File: src/design/b62_pkg.sv
package b62_pkg;

    localparam int POS_W    = 5;
    localparam int WORD_W   = 30;
    localparam int VAL_W    = 6;
    localparam int MASK_W   = 15;
    localparam int GROUPS   = 3;
    localparam int GRP_LEN  = 5;
    localparam int ASCII_W  = 7;
    localparam int CHAR_W   = 8;
    localparam int STAT_W   = 2;
    localparam int OUT_W    = 120;

    localparam logic [POS_W-1:0] BODY_LEN = 5'd15;
    localparam logic [POS_W-1:0] FULL_LEN = 5'd18;
    localparam logic [POS_W-1:0] POS_SAT  = 5'd19;

    localparam logic [CHAR_W-1:0] CH_DIGIT_0 = 8'd48;
    localparam logic [CHAR_W-1:0] CH_DIGIT_9 = 8'd57;
    localparam logic [CHAR_W-1:0] CH_UPPER_A = 8'd65;
    localparam logic [CHAR_W-1:0] CH_UPPER_Z = 8'd90;
    localparam logic [CHAR_W-1:0] CH_LOWER_A = 8'd97;
    localparam logic [CHAR_W-1:0] CH_LOWER_Z = 8'd122;
    localparam logic [CHAR_W-1:0] UPPER_OFS  = 8'd55;
    localparam logic [CHAR_W-1:0] LOWER_OFS  = 8'd61;

    typedef enum logic [STAT_W-1:0] {
        ST_OK       = 2'd0,
        ST_BAD_LEN  = 2'd1,
        ST_BAD_CHAR = 2'd2,
        ST_SUFFIX   = 2'd3
    } t_status;

    // Check alphabet: A-Z then 0-5
    function automatic logic [ASCII_W-1:0] check_char(input logic [GRP_LEN-1:0] mask);
        logic [ASCII_W-1:0] res;
        if (mask < 5'd26) begin
            res = 7'd65 + {2'b00, mask};
        end else begin
            res = 7'd48 + {2'b00, mask - 5'd26};
        end
        return res;
    endfunction

endpackage

File: src/design/base62_id_parse_case_check.sv
// Parses a base-62 record ID streamed one ASCII character per request (tlast on the
// final character) and returns one result per ID: three 30-bit words holding the
// 6-bit values of characters 0-4, 5-9 and 10-14 (first character of a group in the
// top bits), the three case check characters, and a status (0 ok, 1 bad length,
// 2 invalid character, 3 suffix mismatch, first match wins). One character is
// taken every cycle. The only stall is a last character that waits in the input
// register while the previous result is still held on the output. A character goes
// through an input register and one stage of decode/shift logic, and a result is
// registered on the output when its last character leaves the input register.
// Output tdata from bit 0: prefix_word, high_word, low_word, check_char_0,
// check_char_1, check_char_2, status, zero fill to 120 bits.
module base62_id_parse_case_check
    import b62_pkg::*;
(
    input  logic             i_clk,
    input  logic             i_rst_n,
    input  logic             s_axis_tvalid,
    output logic             s_axis_tready,
    input  logic [CHAR_W-1:0] s_axis_tdata,   // char_code
    input  logic             s_axis_tlast,    // last
    output logic             m_axis_tvalid,
    input  logic             m_axis_tready,
    // prefix_word[29:0], high_word[59:30], low_word[89:60], check_char_0[96:90],
    // check_char_1[103:97], check_char_2[110:104], status[112:111], zeros above
    output logic [OUT_W-1:0] m_axis_tdata
);

    logic                r_in_valid;
    logic [CHAR_W-1:0]   r_in_char;
    logic                r_in_last;
    logic                r_out_valid;
    logic [OUT_W-1:0]    r_out_data;

    logic [POS_W-1:0]    r_pos;
    logic [WORD_W-1:0]   r_words [GROUPS];
    logic [MASK_W-1:0]   r_masks;
    logic                r_bad;
    logic                r_mismatch;

    logic [POS_W-1:0]    n_pos;
    logic [WORD_W-1:0]   n_words [GROUPS];
    logic [MASK_W-1:0]   n_masks;
    logic                n_bad;
    logic                n_mismatch;
    logic [OUT_W-1:0]    n_out_data;

    logic                advance;
    logic                in_take;
    logic                out_take;
    logic [VAL_W-1:0]    char_val;
    logic                char_upper;
    logic                char_ok;
    logic [1:0]          grp;
    logic [ASCII_W-1:0]  sfx_check;
    logic [ASCII_W-1:0]  chk [GROUPS];
    t_status             status;

    assign out_take      = r_out_valid && m_axis_tready;
    // an item without last never needs the output register
    assign advance       = r_in_valid && (!r_in_last || !r_out_valid || m_axis_tready);
    assign s_axis_tready = !r_in_valid || advance;
    assign in_take       = s_axis_tvalid && s_axis_tready;
    assign m_axis_tvalid = r_out_valid;
    assign m_axis_tdata  = r_out_data;

    // character decode
    always_comb begin
        char_val   = '0;
        char_upper = 1'b0;
        char_ok    = 1'b1;
        if (r_in_char >= CH_DIGIT_0 && r_in_char <= CH_DIGIT_9) begin
            char_val = VAL_W'(r_in_char - CH_DIGIT_0);
        end else if (r_in_char >= CH_UPPER_A && r_in_char <= CH_UPPER_Z) begin
            char_val   = VAL_W'(r_in_char - UPPER_OFS);
            char_upper = 1'b1;
        end else if (r_in_char >= CH_LOWER_A && r_in_char <= CH_LOWER_Z) begin
            char_val = VAL_W'(r_in_char - LOWER_OFS);
        end else begin
            char_ok = 1'b0;
        end
    end

    always_comb begin
        if (r_pos >= 5'd10) begin
            grp = 2'd2;
        end else if (r_pos >= 5'd5) begin
            grp = 2'd1;
        end else begin
            grp = 2'd0;
        end
    end

    // suffix character compares against the check of its own group
    always_comb begin
        case (r_pos)
            5'd15:   sfx_check = check_char(r_masks[4:0]);
            5'd16:   sfx_check = check_char(r_masks[9:5]);
            default: sfx_check = check_char(r_masks[14:10]);
        endcase
    end

    always_comb begin
        n_words    = r_words;
        n_masks    = r_masks;
        n_bad      = r_bad;
        n_mismatch = r_mismatch;
        if (r_pos < BODY_LEN) begin
            for (int g = 0; g < GROUPS; g++) begin
                if (grp == 2'(g)) begin
                    n_words[g] = {r_words[g][WORD_W-VAL_W-1:0], char_val};
                end
            end
            // within the body, the mask bit index equals the position
            if (char_upper) begin
                n_masks[r_pos[3:0]] = 1'b1;
            end
            if (!char_ok) begin
                n_bad = 1'b1;
            end
        end else if (r_pos < FULL_LEN) begin
            if (r_in_char != {1'b0, sfx_check}) begin
                n_mismatch = 1'b1;
            end
        end
        n_pos = (r_pos < POS_SAT) ? r_pos + 5'd1 : r_pos;
    end

    always_comb begin
        for (int g = 0; g < GROUPS; g++) begin
            chk[g] = check_char(n_masks[g*GRP_LEN +: GRP_LEN]);
        end
        if (n_pos != BODY_LEN && n_pos != FULL_LEN) begin
            status = ST_BAD_LEN;
        end else if (n_bad) begin
            status = ST_BAD_CHAR;
        end else if (n_pos == FULL_LEN && n_mismatch) begin
            status = ST_SUFFIX;
        end else begin
            status = ST_OK;
        end
        n_out_data = {7'd0, status, chk[2], chk[1], chk[0],
                      n_words[2], n_words[1], n_words[0]};
    end

    always_ff @(posedge i_clk) begin
        if (!i_rst_n) begin
            r_in_valid  <= 1'b0;
            r_out_valid <= 1'b0;
            r_pos       <= '0;
            r_masks     <= '0;
            r_bad       <= 1'b0;
            r_mismatch  <= 1'b0;
            for (int g = 0; g < GROUPS; g++) begin
                r_words[g] <= '0;
            end
        end else begin
            if (in_take) begin
                r_in_valid <= 1'b1;
            end else if (advance) begin
                r_in_valid <= 1'b0;
            end

            if (advance && r_in_last) begin
                r_out_valid <= 1'b1;
            end else if (out_take) begin
                r_out_valid <= 1'b0;
            end

            if (advance) begin
                if (r_in_last) begin
                    // drop all state, ready for the next ID
                    r_pos      <= '0;
                    r_masks    <= '0;
                    r_bad      <= 1'b0;
                    r_mismatch <= 1'b0;
                    for (int g = 0; g < GROUPS; g++) begin
                        r_words[g] <= '0;
                    end
                end else begin
                    r_pos      <= n_pos;
                    r_masks    <= n_masks;
                    r_bad      <= n_bad;
                    r_mismatch <= n_mismatch;
                    r_words    <= n_words;
                end
            end
        end
    end

    always_ff @(posedge i_clk) begin
        if (in_take) begin
            r_in_char <= s_axis_tdata;
            r_in_last <= s_axis_tlast;
        end
        if (advance && r_in_last) begin
            r_out_data <= n_out_data;
        end
    end

endmodule
File: config.mk
export PLATFORM = sky130hd
export DESIGN_NAME = base62_id_parse_case_check
export DESIGN_NICKNAME = d
export VERILOG_FILES = /design/src/design/b62_pkg.sv /design/src/design/base62_id_parse_case_check.sv
export SDC_FILE = /design/constraint.sdc
export NUM_CORES = 1
export LEC_CHECK = 0
export ABC_CLOCK_PERIOD_IN_PS = 4400
export BUFFER_PORTS_ARGS = -buffer_cell sky130_fd_sc_hd__buf_2
export CAP_MARGIN = 10
export CORE_AREA = 2 2 147 149
export CTS_BUF_LIST = sky130_fd_sc_hd__clkbuf_2
export CTS_CLUSTER_SIZE = 25
export DETAILED_ROUTE_END_ITERATION = 7
export DIE_AREA = 0 0 149 151
export HOLD_SLACK_MARGIN = 0.06
export PLACE_DENSITY = 0.82
export SLEW_MARGIN = 20
export SYNTH_ARGS = -nofsm -noshare
export SYNTH_HDL_FRONTEND = slang
export SYNTH_SLANG_ARGS = --single-unit
File: constraint.sdc
create_clock -name i_clk -period 4.4 [get_ports i_clk]
set_input_delay 0.88 -clock i_clk [delete_from_list [all_inputs] [get_ports i_clk]]
set_output_delay 0.88 -clock i_clk [all_outputs]
set_load 0.1 [all_outputs]
==> results of run 1 <==
-- final timing paths --
path,to,slack (ps),from,cells past startpoint
setup / recovery,m_axis_tdata[91]$_DFFE_PP_,670,r_in_char[1]$_DFFE_PP_,11
hold / removal,r_in_last$_DFFE_PP_,270,s_axis_tlast,1
setup reg to reg,m_axis_tdata[91]$_DFFE_PP_,670,r_in_char[1]$_DFFE_PP_,11
hold reg to reg,r_words[34]$_SDFFE_PN0P_,500,r_words[34]$_SDFFE_PN0P_,2
-- state kept, by name, summed over array words and instances, names as in the netlist --
name / flops
m_axis_tdata: 113
r_words: 90
r_masks: 15
r_in_char: 8
r_pos: 5
m_axis_tvalid: 1
r_bad: 1
r_in_last: 1
r_in_valid: 1
r_mismatch: 1
-- worst max-delay path, stage by stage (launching register included) --
cell and delay [ps]:
edfxtp_1 560, inv_1 110, ha_1 250, nor4b_2 190
a211oi_1 310, o31a_1 750, and2_1 270, a31o_2 220
inv_2 60, ha_1 260, nor2_4 200, mux2_2 350
-- area by class of cell --
type	count	share of cell area [%]
sequential	236	47.6
multi-input combinational	733	38.1
timing repair buffer	143	6.05
clock buffer	85	3.41
tap	275	2.75
clock inverter	23	1.15
inverter	32	0.961
antenna	1	0.0200
-- metal layers --
| metal | share of wire (%) | GRT usage, % |
|---|---|---|
| met5 | 0 | 0 |
| met4 | 1.6 | 7.10 |
| met3 | 5.9 | 5.57 |
| met2 | 47 | 36.1 |
| met1 | 45 | 30.2 |
-- power breakdown --
group	total, mW	switching (mW)	internal, mW
logic	0.374	0.313	0.0612
clock network	1.53	0.892	0.641
registers	2.36	0.0223	2.33
total	4.26	1.23	3.04
-- cell usage in the layout (no fill, tap or decap), types with 5 or more instances in the layout --
| cell | count |
|---|---|
| a211oi_1 | 11 |
| a21oi_1 | 18 |
| a22oi_1 | 76 |
| a31oi_1 | 6 |
| a41o_1 | 5 |
| a41oi_2 | 7 |
| and2_1 | 13 |
| buf_2 | 127 |
| buf_4 | 16 |
| clkbuf_2 | 85 |
| clkinv_1 | 20 |
| conb_1 | 7 |
| dfxtp_1 | 114 |
| edfxtp_1 | 122 |
| ha_1 | 30 |
| inv_1 | 30 |
| mux2_2 | 33 |
| mux2i_1 | 6 |
| nand2_1 | 201 |
| nand2b_1 | 7 |
| nand3_1 | 16 |
| nor2_1 | 32 |
| nor2b_1 | 82 |
| o211a_1 | 5 |
| o211ai_1 | 6 |
| o21a_1 | 7 |
| o21ai_0 | 53 |
| o31ai_1 | 6 |
| xnor2_1 | 15 |
| xor2_1 | 7 |
-- cell families after synthesis --
group / Yosys count
AND/OR/NAND/NOR: 393
adder cells (fa/ha/maj): 30
AO/OA/AOI/OAI: 240
XOR/XNOR: 22
flip-flops: 236
other: 1
buffers and inverters: 105
multiplexers: 41
-- metrics by stage --
step	hold WS, ps	worst slack [ps]	cells
final	266	673	1528
after global routing	169	463	1528
after CTS	179	714	1527
after detailed placement	487	705	1419
after global placement	467	832	1419
after floorplan	446	1200	1074
==> impl_metrics.py, run 1 <==
metrics = {
    "cts": {
        "cts_root_buffer": "clkbuf_2",
        "cts.reportedPaths.clkPinSlew_ps": 110,
        "cts_buffers": 57,
        "post_cts_buffers": 0,
        "cts_buffer_depth": 3,
        "holdBufCountCts": 0,
        "cts_tree": "done",
        "cts.sinks": 236,
        "clk_latency_ps": 850,
        "cts.repair.resized": 0,
        "htree_levels": 2,
    },
    "worst_setup_path": {
        "critical_path_class": "reg -> reg",
        "required_ps": 5000,
        "arrival_ps": 4320,
        "critPathMaxFanout": 17,
        "start_kind": "flop",
        "crit_path_end_kind": "flop",
    },
    "pwr": {
        "ir_worst_vdd_mv": 0.231,
        "powerDensity_nw_per_um2": 341,
        "leakage_nw": 4.88,
        "design_power_total_mw": 4.26,
    },
    "detailed_routing": {
        "drc": 0,
        "route.vias.total": 8495,
        "drt_iter0_drc": 636,
        "wl_per_cell_um": 16.5,
        "finalWirelength_mm": 25.2,
        "antenna_left": 0,
        "drtPass1Iterations": 5,
        "via_per_inst": 5.56,
    },
    "yosys": {
        "synth-compound-area-share_pct": 15.8,
        "yosys.area_share.simple_pct": 17.3,
        "yosys-top-cells-area": "edfxtp_1 (33%), dfxtp_1 (21%), nand2_1 (6.9%)",
        "synth_xor_area_share_pct": 1.73,
        "yosysTopAreaCell": "edfxtp_1",
        "yosysSeqAreaShare_pct": 53.5,
        "synth_fa_ha_area_share_pct": 3.38,
        "synthFlopType": "edfxtp_1",
        "async_flop_share_pct": 0,
        "syn-mean-instance-area_um2": 10.4,
        "yosys-top-cells-count": "nand2_1 (203), edfxtp_1 (122), dfxtp_1 (114)",
        "synth-edff-count": 122,
        "ys_ff_latch": 236,
        "synth_most_common_cell": "nand2_1",
        "ys_types": 81,
        "synthMuxAreaShare_pct": 4.09,
        "syn_inst": 1068,
        "synthesis.area_um2": 11100,
        "synth_top_area_share_pct": 33.0,
        "synth_warnings": 0,
        "synth_top_family_by_area": "simple AND/OR/NAND/NOR gates",
    },
    "floorplan": {
        "dieArea_um2": 22500,
        "num_rows": 53,
        "coreArea_um2": 20800,
        "initial_core_util_pct": 53.4,
        "fp.dieH_um": 151,
        "io_pins": 135,
        "die_w_um": 149,
    },
    "sta": {
        "setup_violations": 0,
        "slew_headroom_pct": 22.0,
        "setup_tns_ps": 0,
        "max_freq_mhz": 268,
        "slew_viol_final": 0,
        "timing_worst_slew_pin_value_ps": 1160,
        "fin_crit_ps": 3730,
        "post-route-period-util_pct": 84.7,
        "skew_ps": 76.3,
        "rsz0062_at_grt": "false",
        "hold_violations": 0,
    },
    "cells_and_area": {
        "drive_above_1_share_pct": 23.2,
        "post-route-util_pct": 60.0,
        "multi_input_area_um2": 4760,
        "fin_nets": 1246,
        "seq_area_um2": 5950,
        "syn_to_final_growth_pct": 12.4,
        "fill_cells": 1801,
        "finish.instance_area_um2": 12500,
    },
    "min_path": {
        "worstHoldPathType": "in -> reg",
    },
    "global_routing": {
        "grt_max_degree": 55,
        "antenna_found_initial": 1,
        "grtUsageTotal_pct": 22.5,
        "grt_pass1_wl_mm": 40.9,
        "first_global_vias": 8171,
        "grt-ovfl-total": 0,
    },
    "place": {
        "portBuffers": 127,
        "dp_hpwl_mm": 16.4,
        "dpl_cell_area_um2": 11900,
        "gp_congestion": 0.885,
    },
    "outcome": {
        "outcome": "complete, no violations",
    },
    "flow_run": {
        "cap_violations": 0,
    },
}
(Power assumes the default switching activity.)
==> run 2, diff against run 1 <==
--- a/config.mk
+++ b/config.mk
@@ -5,7 +5,7 @@
 export SDC_FILE = /design/constraint.sdc
 export NUM_CORES = 1
 export LEC_CHECK = 0
-export ABC_CLOCK_PERIOD_IN_PS = 4400
+export ABC_CLOCK_PERIOD_IN_PS = 3500
 export BUFFER_PORTS_ARGS = -buffer_cell sky130_fd_sc_hd__buf_2
 export CAP_MARGIN = 10
 export CORE_AREA = 2 2 147 149
@@ -14,7 +14,7 @@
 export DETAILED_ROUTE_END_ITERATION = 7
 export DIE_AREA = 0 0 149 151
 export HOLD_SLACK_MARGIN = 0.06
-export PLACE_DENSITY = 0.82
+export PLACE_DENSITY = 0.79
 export SLEW_MARGIN = 20
 export SYNTH_ARGS = -nofsm -noshare
 export SYNTH_HDL_FRONTEND = slang
==> constraint.sdc (replaced) <==
create_clock -name i_clk -period 3.5 [get_ports i_clk]
set_input_delay 0.7 -clock i_clk [delete_from_list [all_inputs] [get_ports i_clk]]
set_output_delay 0.7 -clock i_clk [all_outputs]
set_load 0.1 [all_outputs]
==> impl_metrics.py, run 2 (synthesis gave the netlist of run 1 again) <==
metrics = {
    "outcome": {
        "outcome": "complete, no violations",
    },
    "detailed_routing": {
        "wl_per_cell_um": 16.3,
        "route.vias.total": 8495,
        "via_per_inst": 5.48,
        "drc": 0,
        "finalWirelength_mm": 25.3,
        "drt_iter0_drc": 769,
        "antenna_left": 0,
        "drtPass1Iterations": 5,
    },
    "min_path": {
        "min_from": "s_axis_tvalid",
        "worstHoldPathType": "in -> reg",
        "hold-path-endpoint": "r_in_valid$_SDFFE_PN0P_",
        "hold_depth": 3,
    },
    "worst_setup_path": {
        "r2r_slack_ps": 290,
        "reg2reg_from": "r_in_char[0]$_DFFE_PP_",
        "critPathMaxFanout": 7,
        "crit_path_end_kind": "flop",
        "arrival_ps": 3780,
        "start_kind": "flop",
        "required_ps": 4070,
        "rr_worst_depth": 11,
        "r2r_end": "m_axis_tdata[91]$_DFFE_PP_",
        "critical_path_class": "reg -> reg",
    },
    "sta": {
        "fin_crit_ps": 3210,
        "rsz0062_at_grt": "false",
        "timing.hold.ws_ps": 158,
        "slew_headroom_pct": 29.7,
        "setup_tns_ps": 0,
        "skew_ps": 96.5,
        "slew_viol_final": 0,
        "hold_violations": 0,
        "setup_violations": 0,
        "timing_worst_slew_pin_value_ps": 1050,
        "post-route-period-util_pct": 91.7,
        "max_freq_mhz": 312,
    },
    "global_routing": {
        "grt_max_degree": 65,
        "grt_pass1_wl_mm": 40.4,
        "grt-ovfl-total": 0,
        "grtUsageTotal_pct": 22.3,
        "antenna_found_initial": 1,
        "first_global_vias": 8265,
    },
    "floorplan": {
        "coreArea_um2": 20800,
        "num_rows": 53,
        "initial_core_util_pct": 53.4,
        "fp.dieH_um": 151,
        "io_pins": 135,
        "die_w_um": 149,
        "dieArea_um2": 22500,
    },
    "cts": {
        "htree_levels": 2,
        "cts.sinks": 236,
        "cts_root_buffer": "clkbuf_2",
        "cts.reportedPaths.clkPinSlew_ps": 110,
        "cts_buffers": 57,
        "clk_latency_ps": 860,
        "cts_tree": "done",
        "cts_buffer_depth": 3,
    },
    "cells_and_area": {
        "multi_input_area_um2": 4750,
        "post-route-util_pct": 61.0,
        "fill_cells": 1816,
        "drive_above_1_share_pct": 24.5,
        "fin_nets": 1269,
        "largest_register_ff_count": 113,
        "final_cell_mix": "nand2_1 (202), buf_2 (127), edfxtp_1 (122)",
        "layout_commonest_cell": "nand2_1",
        "syn_to_final_growth_pct": 14.3,
        "seq_area_um2": 5950,
    },
    "pwr": {
        "ir_worst_vdd_mv": 0.297,
        "leakage_nw": 5.01,
        "design_power_total_mw": 5.29,
        "powerDensity_nw_per_um2": 416,
    },
    "flow_run": {
        "cap_violations": 0,
    },
    "place": {
        "dp_hpwl_mm": 16.6,
        "gp_congestion": 0.903,
        "portBuffers": 127,
    },
}
-- run 2: cell type report --
class / count / area share [%]
Sequential cell: 236 / 46.8
Multi-Input combinational cell: 733 / 37.4
Timing Repair Buffer: 166 / 7.78
Clock buffer: 92 / 3.62
Tap cell: 275 / 2.71
Inverter: 32 / 0.945
Clock inverter: 16 / 0.729
Antenna cell: 1 / 0.0197
-- run 2: repair_timing --
item	in CTS	in global routing
buffers inserted	0	0
hold buffers	9	0
endpoints found under the setup margin	0	6
gates resized for setup	0	1
hold endpoints to repair	9	0
-- run 2: critical path, cell delays in order, from the launching register on --
cell      delay, ps
edfxtp_1        460
inv_1           130
ha_1            270
nor4b_2         190
a211oi_1        300
o31a_2          340
and2_1          210
a31o_2          210
inv_2            60
ha_1            250
nor2_4          200
mux2_2          340
-- run 2: routing by layer --
layer / global-route usage, % / vias up / part of all wire [%]
met3: 5.66 / 37 / 7.0
met5: 0 / - / 0
met2: 37.6 / 282 / 48
li1: - / 4177 / -
met1: 28.1 / 3999 / 43
met4: 7.29 / 0 / 1.9
-- run 2: where the power goes --
group	internal, mW	switching, mW	total, mW	leakage (nW)
sequential	2.93	0.0242	2.96	2.05
combinational	0.0916	0.400	0.492	2.53
clock	0.772	1.07	1.84	0.428
total	3.80	1.49	5.29	5.01
-- run 2: through the flow --
step / cells / setup WS [ps] / instance area (um^2)
2_1_floorplan: 1074 / 300 / 11100
3_3_place_gp: 1433 / 262 / 12100
3_5_place_dp: 1433 / 162 / 12100
4_1_cts: 1550 / 140 / 12700
5_1_grt: 1551 / 37.1 / 12700
6_report: 1551 / 292 / 12700
-- run 2: worst max path at each step --
stage,startpoint,end,slack [ps],cells after the start
finish,r_in_char[0]$_DFFE_PP_,m_axis_tdata[91]$_DFFE_PP_,290,11
global route,r_in_char[0]$_DFFE_PP_,m_axis_tdata[105]$_DFFE_PP_,40,10
CTS,r_in_char[0]$_DFFE_PP_,m_axis_tdata[105]$_DFFE_PP_,140,10
detailed placement,r_in_char[0]$_DFFE_PP_,m_axis_tdata[91]$_DFFE_PP_,160,11
global placement,r_in_char[0]$_DFFE_PP_,m_axis_tdata[91]$_DFFE_PP_,260,11
floorplan,r_in_char[1]$_DFFE_PP_,m_axis_tdata[91]$_DFFE_PP_,300,12
